[config.mk]
export PLATFORM = sky130hd
export DESIGN_NAME = tlp_output
export DESIGN_NICKNAME = d
export VERILOG_FILES = /design/src/design/tlp_pkg.sv /design/src/design/tlp_output.sv
export SDC_FILE = /design/constraint.sdc
export NUM_CORES = 2
export LEC_CHECK = 0
export CELL_PAD_IN_SITES_DETAIL_PLACEMENT = 1
export CELL_PAD_IN_SITES_GLOBAL_PLACEMENT = 2
export CORE_MARGIN = 10
export CORE_UTILIZATION = 40
export CTS_CLUSTER_DIAMETER = 120
export DETAILED_ROUTE_END_ITERATION = 6
export DONT_BUFFER_PORTS = 1
export PLACE_DENSITY_LB_ADDON = 0.1
export SLEW_MARGIN = 20
export SYNTH_ARGS = -nofsm -noshare
export SYNTH_HDL_FRONTEND = slang
export SYNTH_SLANG_ARGS = --single-unit
[constraint.sdc]
create_clock -name clk -period 18.45 [get_ports clk]
set_input_delay 0.9225 -clock clk [delete_from_list [all_inputs] [get_ports clk]]
set_output_delay 0.9225 -clock clk [all_outputs]
set_load 0.005 [all_outputs]
[src/design/tlp_pkg.sv]
// Package: widths, weight ROM, activation tables and helpers for the perceptron.
package tlp_pkg;

    localparam int FEAT_BITS      = 16;
    localparam int FEAT_COUNT     = 4;
    localparam int ROM_DEPTH      = 31;
    localparam int HIDDEN_DEFAULT = 5;
    localparam int WBITS_DEFAULT  = 16;
    localparam int PROB_BITS      = 16;

    localparam logic signed [15:0] WEIGHT_ROM [ROM_DEPTH] = '{
        16'sd4249, 16'sd9508, -16'sd11266, -16'sd15742, 16'sd8030,
        -16'sd4537, 16'sd10527, -16'sd365, -16'sd13439, 16'sd4214,
        16'sd2360, -16'sd9695, 16'sd6128, 16'sd10748, -16'sd6781,
        -16'sd6864, 16'sd1790, 16'sd387, 16'sd17159, -16'sd2429,
        -16'sd255, 16'sd7970, -16'sd8315, 16'sd14628, 16'sd4310,
        16'sd4368, 16'sd13231, -16'sd4974, -16'sd16103, -16'sd12120,
        -16'sd9847
    };

    // tanh(k/4), Q1.14
    localparam logic [14:0] TANH_TAB [17] = '{
        15'd0, 15'd4013, 15'd7571, 15'd10406, 15'd12478, 15'd13898, 15'd14830,
        15'd15423, 15'd15795, 15'd16024, 15'd16165, 15'd16251, 15'd16303,
        15'd16335, 15'd16354, 15'd16366, 15'd16373
    };

    // sigmoid(k/2), Q0.16
    localparam logic [16:0] SIG_TAB [17] = '{
        17'd32768, 17'd40793, 17'd47911, 17'd53581, 17'd57724, 17'd60565,
        17'd62428, 17'd63615, 17'd64357, 17'd64816, 17'd65097, 17'd65269,
        17'd65374, 17'd65438, 17'd65476, 17'd65500, 17'd65514
    };

    // Weight k rescaled to Q2.(WB-2); indexes past the ROM read zero.
    function automatic logic signed [23:0] weight_at(input int k, input int wb);
        logic signed [31:0] r;
        r = (k < ROM_DEPTH) ? 32'(WEIGHT_ROM[k]) : 32'sd0;
        if (wb >= 16)
            r = r <<< (wb - 16);
        else
            r = (r + (32'sd1 <<< (15 - wb))) >>> (16 - wb);
        return r[23:0];
    endfunction

endpackage

[src/design/tlp_output.sv]
// Output neuron: products, sum, sigmoid table interpolation.
module tlp_output
    import tlp_pkg::*;
#(
    parameter int HIDDEN_COUNT = HIDDEN_DEFAULT,
    parameter int WEIGHT_BITS  = WBITS_DEFAULT
)
(
    input  logic                 clk,
    input  logic [4:0]           adv,
    input  logic signed [15:0]   hid [HIDDEN_COUNT],
    output logic [PROB_BITS-1:0] probability,
    output logic                 fire
);
    localparam int PW = 16 + WEIGHT_BITS;
    localparam int AW = PW + 6;
    localparam int FR = WEIGHT_BITS;

    logic signed [PW-1:0] prod_reg [HIDDEN_COUNT];
    logic signed [AW-1:0] sum_next, sum_reg, rnd;
    logic signed [16:0]   z_next;
    logic [15:0]          a_reg;
    logic                 neg_reg, neg2_reg, fire_reg, fire2_reg, fire3_reg;
    logic [16:0]          base_reg;
    logic signed [17:0]   diff_reg;
    logic [10:0]          fr_reg;
    logic [4:0]           idx;
    logic signed [29:0]   interp;
    logic signed [18:0]   y, yo;

    always_ff @(posedge clk)
    begin
        if (adv[0])
        begin
            for (int j = 0; j < HIDDEN_COUNT; j++)
                prod_reg[j] <= PW'(hid[j] * weight_at(5 * HIDDEN_COUNT + j, WEIGHT_BITS));
        end
    end

    always_comb
    begin
        sum_next = AW'(weight_at(6 * HIDDEN_COUNT, WEIGHT_BITS)) <<< 14;
        for (int j = 0; j < HIDDEN_COUNT; j++)
            sum_next = sum_next + AW'(prod_reg[j]);
    end

    always_ff @(posedge clk)
    begin
        if (adv[1])
            sum_reg <= sum_next;
    end

    always_comb
    begin
        rnd = (sum_reg + (AW'(1) <<< (FR - 1))) >>> FR;
        if (rnd > AW'(32768))
            z_next = 17'sd32768;
        else if (rnd < -AW'(32768))
            z_next = -17'sd32768;
        else
            z_next = rnd[16:0];
    end

    always_ff @(posedge clk)
    begin
        if (adv[2])
        begin
            neg_reg  <= z_next[16];
            a_reg    <= z_next[16] ? 16'(-z_next) : z_next[15:0];
            fire_reg <= (sum_reg > 0);
        end
    end

    assign idx = a_reg[15:11];

    always_ff @(posedge clk)
    begin
        if (adv[3])
        begin
            neg2_reg  <= neg_reg;
            fire2_reg <= fire_reg;
            if (idx >= 5'd16)
            begin
                base_reg <= SIG_TAB[16];
                diff_reg <= '0;
            end
            else
            begin
                base_reg <= SIG_TAB[idx];
                diff_reg <= 18'(SIG_TAB[idx + 5'd1]) - 18'(SIG_TAB[idx]);
            end
            fr_reg <= a_reg[10:0];
        end
    end

    // Interpolate, mirror for negative argument, saturate
    assign interp = 30'(diff_reg * $signed({1'b0, fr_reg})) + 30'sd1024;
    always_comb
    begin
        y  = 19'(base_reg) + 19'(interp >>> 11);
        yo = neg2_reg ? 19'sd65536 - y : y;
    end

    always_ff @(posedge clk)
    begin
        if (adv[4])
        begin
            fire3_reg <= fire2_reg;
            if (yo > 19'sd65535)
                probability <= 16'hFFFF;
            else if (yo < 0)
                probability <= '0;
            else
                probability <= yo[15:0];
        end
    end

    assign fire = fire3_reg;
endmodule

==> impl_metrics.ini <==
[min_path]
hold_path_end = neg2_reg
min-delay-start = neg_reg
whs_path_depth = 0
hold_class = register to register

[timing]
whs_ns = 0.424
final.setup.tns_ns = 0
drv_slew = 0
skew_ns = 0.0238
worst_pin_slew_ns = 0.961
fmax_ghz = 0.107
rsz0062_at_grt = no
finalWorstPathRequiredPeriod_ns = 9.36
setup_viol = 0
fin_crit_sh = 0.507
finalHoldViolCount = 0
maxSlewHeadroom = 0.359

[layout]
fillers = 12273
drive_gt1_frac = 0.0248
register_area_sq_um = 8110
syn_to_final_growth_pct = 6.76
num-nets-final = 5768
antenna-diode-count = 0
multi_input_comb_area_sq_um = 32000
largest_reg_flops = 152
fin_area_sq_um = 47400

[clock_tree]
path_clk_slew_ns = 0.06
cts.path.max_buffers = 3
root_buffer = clkbuf_16
htreeDepth = 2
hold_buffers = 0
cts_resized = 0
post_cts_buffers = 0
tritoncts = yes
insertion_delay_ns = 0.57
cts_made_buffers = 37
clock_sinks = 270

[setup_path]
reg2reg_slack_ns = 9.09
cp.arrival_ns = 9.64
max_stage_delay_ns = 0.71
cp-end-kind = register
rr_worst_depth = 32
timing.rr.start = fr_reg[8]
criticalPathCategory = register to register
cp.required_ns = 18.73
r2r_end = probability[8]
crit_top_cell = fa_1
cp-start-kind = register
cp_slowest_cell = edfxtp_1
critPathTopFamily = adder cells
cp_max_fo = 18
cp_num_buf_inv = 4

[synth]
yosys-top-cells-area = fa_1 (31%), ha_1 (20%), edfxtp_1 (18%)
synth_edf_count = 270
synth_cell_types = 84
synth_area_sq_um = 44400
postSynthNetCount = 5786
synth_top_area_share = 0.312
yosysSeqAreaShare = 0.183
avgSynthCellArea_sq_um = 10.3
yosysTopAreaCell = fa_1
yosys_register_bits = 270
async_flop_share = 0
netlist_instances = 4301
synthFlopType = edfxtp_1
ys.warnings.count = 0

[route]
drtIter0Drc = 1079
routedWlPerCell_microns = 19.8
vias = 28611
ant_nets = 0
wl_microns = 115000
drt_first_pass_iters = 5
drcViolationCount = 0
routed_via_density = 4.93

[grt]
grt_pass1_wl_microns = 185000
grt_use_met1 = 0.228
grt_use_total = 0.189
grt_max_degree = 153
busiest_layer = met2
grt_antenna_before_repair = 2
grtUsageMet3 = 0.0220
grt_pass1_vias = 32464
grt_use_met2 = 0.349
grt_overflow = 0

[floorplanning]
start_util = 0.402
die_y_microns = 353
rows = 122
die-width_microns = 353
core_sq_um = 110000
top_level_ports = 103
die-area_sq_um = 125000

[place]
portBuffers = 0
dpl.hpwl_microns = 100000
routabilityCongestion = 0.812
placed_cell_area_sq_um = 46000

[job]
cap_viol_max_count = 0

[run_status]
outcome = finished clean
[logic make-up (layout without fill, tap and decap cells)]
group	count (synthesis)	count (layout)	synth area share
DFF	270	270	0.183
muxes	9	9	0.00206
and+or+nand+nor	734	734	0.0845
AOI/OAI and AO/OA	515	515	0.0748
buffers and inverters	1127	1138	0.0955
adders and majority gates	1399	1399	0.511
xor gates and xnor gates	247	247	0.0492
[metal layers]
metal  up-vias  routed length, microns
met2       216                   60200
met3       120                    2590
met5         -                       0
met1     14532                   48500
li1      13743                       -
met4         0                    3620
[layout make-up]
class / instances / area share
Sequential cell: 270 / 0.171
Inverter: 1066 / 0.0844
Timing Repair Buffer: 4 / 0.000634
Clock inverter: 26 / 0.00768
Tap cell: 1488 / 0.0393
Clock buffer: 42 / 0.0208
Multi-Input combinational cell: 2904 / 0.676
[through the flow]
step	std cells	utilization	worst slack, ns
floorplan	4301	-	10.19
global placement	5732	0.417	9.30
detailed placement	5732	0.417	9.06
CTS	5800	0.429	9.07
global route	5800	0.429	8.50
finish	5800	0.429	9.09
[worst max-delay path by stage]
| stage | slack (ns) | end | cells after the start | start |
|---|---|---|---|---|
| 4_1_cts | 9.07 | probability[8] | 32 | fr_reg[8] |
| 6_report | 9.09 | probability[8] | 32 | fr_reg[8] |
| 5_1_grt | 8.50 | probability[8] | 30 | fr_reg[5] |
| 2_1_floorplan | 10.19 | probability[14] | 35 | fr_reg[5] |
| 3_3_place_gp | 9.30 | probability[0] | 31 | fr_reg[8] |
| 3_5_place_dp | 9.06 | probability[5] | 32 | fr_reg[8] |
[synth_stat cells (4+ instances only)]
library cell,number
o21a_1,26
xnor2_1,165
or2_2,14
a31o_2,4
nand2_1,172
a311oi_1,4
a211o_1,7
nor2_1,156
xor2_1,79
o21ai_0,99
nor3_1,57
a21o_1,61
ha_1,707
o21bai_1,26
o22ai_1,4
and4_1,11
nor4_1,15
nand4_1,13
a31oi_1,19
or3_1,12
a21boi_0,8
a41oi_1,5
nand3_1,52
inv_1,1065
mux2i_1,8
or4_1,4
nor2b_1,35
clkbuf_1,55
fa_1,692
o2111ai_1,7
and2_1,120
nand3b_1,9
edfxtp_1,270
nand2b_1,29
o31ai_1,13
and3_1,17
a21oi_1,170
o211ai_1,8
a211oi_1,11
[layout by cell type, fill, tap and decap left out, drive strengths merged, types with 7 or more instances in the layout]
cell type	n
a211o	7
a211oi	11
a21boi	8
a21o	61
a21oi	171
a31oi	19
and2	120
and3	17
and4	11
bufinv	8
clkbuf	42
clkinv	9
edfxtp	270
fa	692
ha	707
inv	1070
mux2i	8
nand2	172
nand2b	29
nand3	53
nand3b	10
nand4	13
nor2	156
nor2b	35
nor3	57
nor4	17
o2111ai	7
o211ai	8
o21a	26
o21ai	102
o21bai	26
o31ai	14
or2	15
or3	13
xnor2	168
xor2	79
Power is not shown: default switching activity piles up to over one toggle a cycle in this logic, so the estimate is an artifact.
