==> config.mk <==
export PLATFORM = sky130hd
export DESIGN_NAME = tlp_hidden
export DESIGN_NICKNAME = d
export VERILOG_FILES = /design/src/design/tlp_pkg.sv /design/src/design/tlp_hidden.sv
export SDC_FILE = /design/constraint.sdc
export NUM_CORES = 2
export LEC_CHECK = 0
export BUFFER_PORTS_ARGS = -buffer_cell sky130_fd_sc_hd__buf_2
export CAP_MARGIN = 10
export CORE_ASPECT_RATIO = 0.6
export CORE_MARGIN = 2
export CORE_UTILIZATION = 55
export DETAILED_ROUTE_END_ITERATION = 6
export PLACE_DENSITY_LB_ADDON = 0.05
export SLEW_MARGIN = 20
export SYNTH_ARGS = -nofsm -noshare
export SYNTH_HDL_FRONTEND = slang
export SYNTH_SLANG_ARGS = --single-unit
==> constraint.sdc <==
create_clock -name clk -period 7.8 [get_ports clk]
set_input_delay 0.78 -clock clk [delete_from_list [all_inputs] [get_ports clk]]
set_output_delay 0.78 -clock clk [all_outputs]
set_load 0.02 [all_outputs]
==> src/design/tlp_pkg.sv <==
// Package: widths, weight ROM, activation tables and helpers for the perceptron.
package tlp_pkg;

    localparam int FEAT_BITS      = 16;
    localparam int FEAT_COUNT     = 4;
    localparam int ROM_DEPTH      = 31;
    localparam int HIDDEN_DEFAULT = 5;
    localparam int WBITS_DEFAULT  = 16;
    localparam int PROB_BITS      = 16;

    localparam logic signed [15:0] WEIGHT_ROM [ROM_DEPTH] = '{
        16'sd4249, 16'sd9508, -16'sd11266, -16'sd15742, 16'sd8030,
        -16'sd4537, 16'sd10527, -16'sd365, -16'sd13439, 16'sd4214,
        16'sd2360, -16'sd9695, 16'sd6128, 16'sd10748, -16'sd6781,
        -16'sd6864, 16'sd1790, 16'sd387, 16'sd17159, -16'sd2429,
        -16'sd255, 16'sd7970, -16'sd8315, 16'sd14628, 16'sd4310,
        16'sd4368, 16'sd13231, -16'sd4974, -16'sd16103, -16'sd12120,
        -16'sd9847
    };

    // tanh(k/4), Q1.14
    localparam logic [14:0] TANH_TAB [17] = '{
        15'd0, 15'd4013, 15'd7571, 15'd10406, 15'd12478, 15'd13898, 15'd14830,
        15'd15423, 15'd15795, 15'd16024, 15'd16165, 15'd16251, 15'd16303,
        15'd16335, 15'd16354, 15'd16366, 15'd16373
    };

    // sigmoid(k/2), Q0.16
    localparam logic [16:0] SIG_TAB [17] = '{
        17'd32768, 17'd40793, 17'd47911, 17'd53581, 17'd57724, 17'd60565,
        17'd62428, 17'd63615, 17'd64357, 17'd64816, 17'd65097, 17'd65269,
        17'd65374, 17'd65438, 17'd65476, 17'd65500, 17'd65514
    };

    // Weight k rescaled to Q2.(WB-2); indexes past the ROM read zero.
    function automatic logic signed [23:0] weight_at(input int k, input int wb);
        logic signed [31:0] r;
        r = (k < ROM_DEPTH) ? 32'(WEIGHT_ROM[k]) : 32'sd0;
        if (wb >= 16)
            r = r <<< (wb - 16);
        else
            r = (r + (32'sd1 <<< (15 - wb))) >>> (16 - wb);
        return r[23:0];
    endfunction

endpackage

==> src/design/tlp_hidden.sv <==
// Hidden neuron: four products, sum, round/clamp, tanh table interpolation.
module tlp_hidden
    import tlp_pkg::*;
#(
    parameter int INDEX       = 0,
    parameter int WEIGHT_BITS = WBITS_DEFAULT
)
(
    input  logic                        clk,
    input  logic [4:0]                  adv,
    input  logic signed [FEAT_BITS-1:0] feat [FEAT_COUNT],
    output logic signed [15:0]          hid
);
    localparam int PW = FEAT_BITS + WEIGHT_BITS;
    localparam int AW = PW + 4;
    localparam int FR = WEIGHT_BITS - 2;

    logic signed [PW-1:0] prod_reg [FEAT_COUNT];
    logic signed [AW-1:0] sum_next, sum_reg;
    logic signed [AW-1:0] rnd;
    logic signed [15:0]   x_next;
    logic [14:0]          a_reg;
    logic                 neg_reg, neg2_reg;
    logic [14:0]          base_reg;
    logic signed [16:0]   diff_reg;
    logic [9:0]           fr_reg;
    logic [4:0]           idx;
    logic signed [27:0]   interp;
    logic signed [15:0]   hid_next, hid_reg;

    // Stage 1: products
    always_ff @(posedge clk)
    begin
        if (adv[0])
        begin
            for (int k = 0; k < FEAT_COUNT; k++)
                prod_reg[k] <= PW'(feat[k] * weight_at(5 * INDEX + k, WEIGHT_BITS));
        end
    end

    // Stage 2: sum with bias, rounded to Q4.12 and clamped
    always_comb
    begin
        sum_next = AW'(weight_at(5 * INDEX + 4, WEIGHT_BITS)) <<< 12;
        for (int k = 0; k < FEAT_COUNT; k++)
            sum_next = sum_next + AW'(prod_reg[k]);
    end

    always_ff @(posedge clk)
    begin
        if (adv[1])
            sum_reg <= sum_next;
    end

    always_comb
    begin
        rnd = (sum_reg + (AW'(1) <<< (FR - 1))) >>> FR;
        if (rnd > AW'(16384))
            x_next = 16'sd16384;
        else if (rnd < -AW'(16384))
            x_next = -16'sd16384;
        else
            x_next = rnd[15:0];
    end

    // Stage 3: sign and magnitude; stage 4: table fetch
    always_ff @(posedge clk)
    begin
        if (adv[2])
        begin
            neg_reg  <= x_next[15];
            a_reg    <= x_next[15] ? 15'(-x_next) : x_next[14:0];
        end
    end

    assign idx = a_reg[14:10];

    always_ff @(posedge clk)
    begin
        if (adv[3])
        begin
            neg2_reg <= neg_reg;
            if (idx >= 5'd16)
            begin
                base_reg <= TANH_TAB[16];
                diff_reg <= '0;
            end
            else
            begin
                base_reg <= TANH_TAB[idx];
                diff_reg <= 17'(TANH_TAB[idx + 5'd1]) - 17'(TANH_TAB[idx]);
            end
            fr_reg <= a_reg[9:0];
        end
    end

    // Interpolation, registered before the output layer
    assign interp = 28'(diff_reg * $signed({1'b0, fr_reg})) + 28'sd512;
    always_comb
    begin
        logic signed [15:0] y;
        y = 16'(base_reg) + 16'(interp >>> 10);
        hid_next = neg2_reg ? -y : y;
    end

    always_ff @(posedge clk)
    begin
        if (adv[4])
            hid_reg <= hid_next;
    end

    assign hid = hid_reg;
endmodule

==> run_results.csv <==
group,metric,value,unit
yosys,avgSynthCellArea,10.5,sq um
yosys,synth_top_area_share,28.9,%
outcome,failed_checks,"setup timing",
detailed_routing,vias_per_cell,5.31,
outcome,outcome,"finished with violations",
yosys,synth_cells,3281,
floorplan,die_h,197,um
floorplan,core,61300,sq um
critical_path,rrSetupSlack,-0.17,ns
detailed_routing,wl_per_cell,18.5,um
final_layout,multiInputGateArea,25000,sq um
detailed_routing,via_count,22600,
yosys,ys_seq_area_share,19.2,%
global_route,grt_pass1_wl,128,mm
place,gp_congestion,0.912,
critical_path,start_kind,"flop",
yosys,synth-edff-count,219,
final_layout,regArea,6580,sq um
detailed_routing,drt-initial-drc-count,1383,
final_layout,nets,4583,
floorplan,fp.dieArea,64500,sq um
hold_path,hold_start,"a_reg[3]",
critical_path,crit_family,"adder cells",
detailed_routing,drc_errors,0,
hold_path,hp-class,"flop to flop",
yosys,yosysTopAreaCell,"fa_1",
detailed_routing,wl,78.8,mm
global_route,overflow,0,
final_layout,antenna_cells,0,
final_layout,largest_reg_flops,123,
critical_path,cp_common_cell,"fa_1",
yosys,synthMostInstantiatedCell,"inv_1",
timing,hold_violations,0,
yosys,ys_ff_latch,219,
final_layout,synthToLayoutAreaGrowth,8.03,%
hold_path,hold_end,"fr_reg[3]",
critical_path,crit_type,"flop to flop",
timing,max_freq,125,MHz
timing,skew,0.0186,ns
final_layout,drive_gt1_share,7.34,%
yosys,synth.area.top_cells,"fa_1 (29%), ha_1 (22%), edfxtp_1 (19%)",
clock_tree,cts_tree,"done",
timing,setup_slack,-0.172,ns
global_route,grtUsageTotal,25.6,%
detailed_routing,drt.antenna.violating_nets,0,
critical_path,crit_fanout,7,
critical_path,critPathBufInv,4,
yosys,yosys_warnings,0,
clock_tree,numCtsBuffers,24,
global_route,antenna_found_initial,1,
clock_tree,cts_max_level,1,
yosys,synthTopCellsByCount,"inv_1 (726), ha_1 (602), fa_1 (496)",
clock_tree,cts_buffer_depth,3,
timing,worstMarginPinSlew,1.04,ns
critical_path,crit_arrival,8.29,ns
yosys,async_reset_ff_share,0,%
clock_tree,clock_latency,0.56,ns
critical_path,critPathCaptureType,"flop",
hold_path,whs_path_depth,0,
yosys,synth_flop_cell,"edfxtp_1",
global_route,grt_max_degree,80,
place,dp_hpwl,67.8,mm
floorplan,ios,86,
critical_path,slowest_delay,0.56,ns
final_layout,nFillCells,5112,
yosys,synth_cell_types,77,
timing,worst_hold_slack,0.417,ns
timing,grt_setup_unrepaired,"true",
yosys,syn_area,34300,sq um
floorplan,start_util,56.0,%
critical_path,cp_slowest_cell,"edfxtp_1",
critical_path,reg2reg_depth,29,
timing,slew_violations,0,
timing,fin_crit_sh,102,%
clock_tree,cts_sinks,219,
floorplan,num_rows,70,
run,drv_cap,0,
clock_tree,hold_buffers,0,
timing,setup-violations-final,1,
place,portBuffers,85,
critical_path,r2r-end,"hid[15]",
global_route,grt_pass1_vias,23800,
yosys,synth_fp_nets,4449,
timing,period_needed,7.97,ns
critical_path,rr_startpoint,"diff_reg[3]",
floorplan,fp.dieW,326,um
clock_tree,root_buffer,"clkbuf_16",
detailed_routing,first_pass_iters,5,
critical_path,worst_ep_required_time,8.12,ns
clock_tree,clkTransAtPathRegs,0.08,ns
timing,slew_headroom,30.6,%
==> layer usage <==
metal,up-vias,global-route usage (%),part of all wire (%)
met1,11200,40.7,52
met5,-,1.50,0.15
met4,2,3.21,1.1
met2,493,35.7,39
li1,10900,-,-
met3,55,6.06,7.3
==> through the flow <==
stage	util, %	cells	instance area, sq um	TNS [ns]	setup WS, ns
2_1_floorplan	-	3281	34300	0	0.0514
3_3_place_gp	58.7	4199	36000	-0.0971	-0.0971
3_5_place_dp	58.7	4199	36000	-0.265	-0.265
4_1_cts	60.0	4244	36800	0	0.00614
5_1_grt	60.5	4261	37100	-0.910	-0.438
6_report	60.5	4261	37100	-0.172	-0.172
==> worst register-to-register path: cells and delay by family (launching register included) <==
family          cells  cell delay, ns
compound gates     10            2.21
fa+ha+maj           7            2.71
flops               1            0.56
buf+inv             4            0.45
simple gates        5            1.49
xor+xnor            3            0.31
==> placed cells by master, fill, tap and decap left out, types with 7 or more instances in the layout <==
cell type and n:
a211o_1 12, a211oi_1 18, a21boi_0 8, a21o_1 44, a21oi_1 119, a31oi_1 10
and2_1 78, and3_1 23, buf_2 84, buf_4 67, clkbuf_16 25, edfxtp_1 219
fa_1 494, ha_1 597, inv_1 723, nand2_1 164, nand2_2 7, nand2b_1 34
nand3_1 29, nand4_1 13, nor2_1 111, nor2b_1 22, nor3_1 40, o211ai_1 7
o21a_1 32, o21ai_0 65, o21ai_1 9, o21bai_1 25, or2_2 12, or3_1 11
xnor2_1 146, xor2_1 59
==> area by class of cell <==
class	instances	area share [%]
multi-input combinational	2288	67.4
sequential	219	17.7
inverter	727	7.36
tap	828	2.80
timing repair buffer	155	2.60
clock buffer	29	1.73
clock inverter	15	0.412
==> worst max path at each step <==
stage	cells past startpoint	slack [ns]	from	to
2_1_floorplan	30	0.05	fr_reg[5]	hid[15]
3_3_place_gp	28	-0.1	diff_reg[3]	hid[15]
3_5_place_dp	31	-0.27	diff_reg[3]	hid[15]
4_1_cts	27	0.006	fr_reg[4]	hid[15]
5_1_grt	26	-0.44	diff_reg[3]	hid[15]
6_report	29	-0.17	diff_reg[3]	hid[15]
==> timing repair <==
action | 4_1_cts | 5_1_grt
pin swaps | 5 | 40
gates cloned | 0 | 0
resized for setup | 6 | 32
endpoints found under the setup margin | 3 | 3
setup buffers | 1 | 17
==> cells by family (layout without fill, tap and decap cells) <==
family / Yosys count / count (layout) / synth area share (%)
flip-flops: 219 / 219 / 19.2
adder cells (fa/ha/maj): 1098 / 1098 / 50.9
multiplexers: 7 / 7 / 0.226
buffers and inverters: 774 / 926 / 8.49
AND/OR/NAND/NOR: 579 / 579 / 8.47
AO/OA/AOI/OAI: 398 / 398 / 7.49
XOR/XNOR: 206 / 206 / 5.26
Power is not shown: default switching activity piles up to over one toggle a cycle in this logic, so the estimate is an artifact.
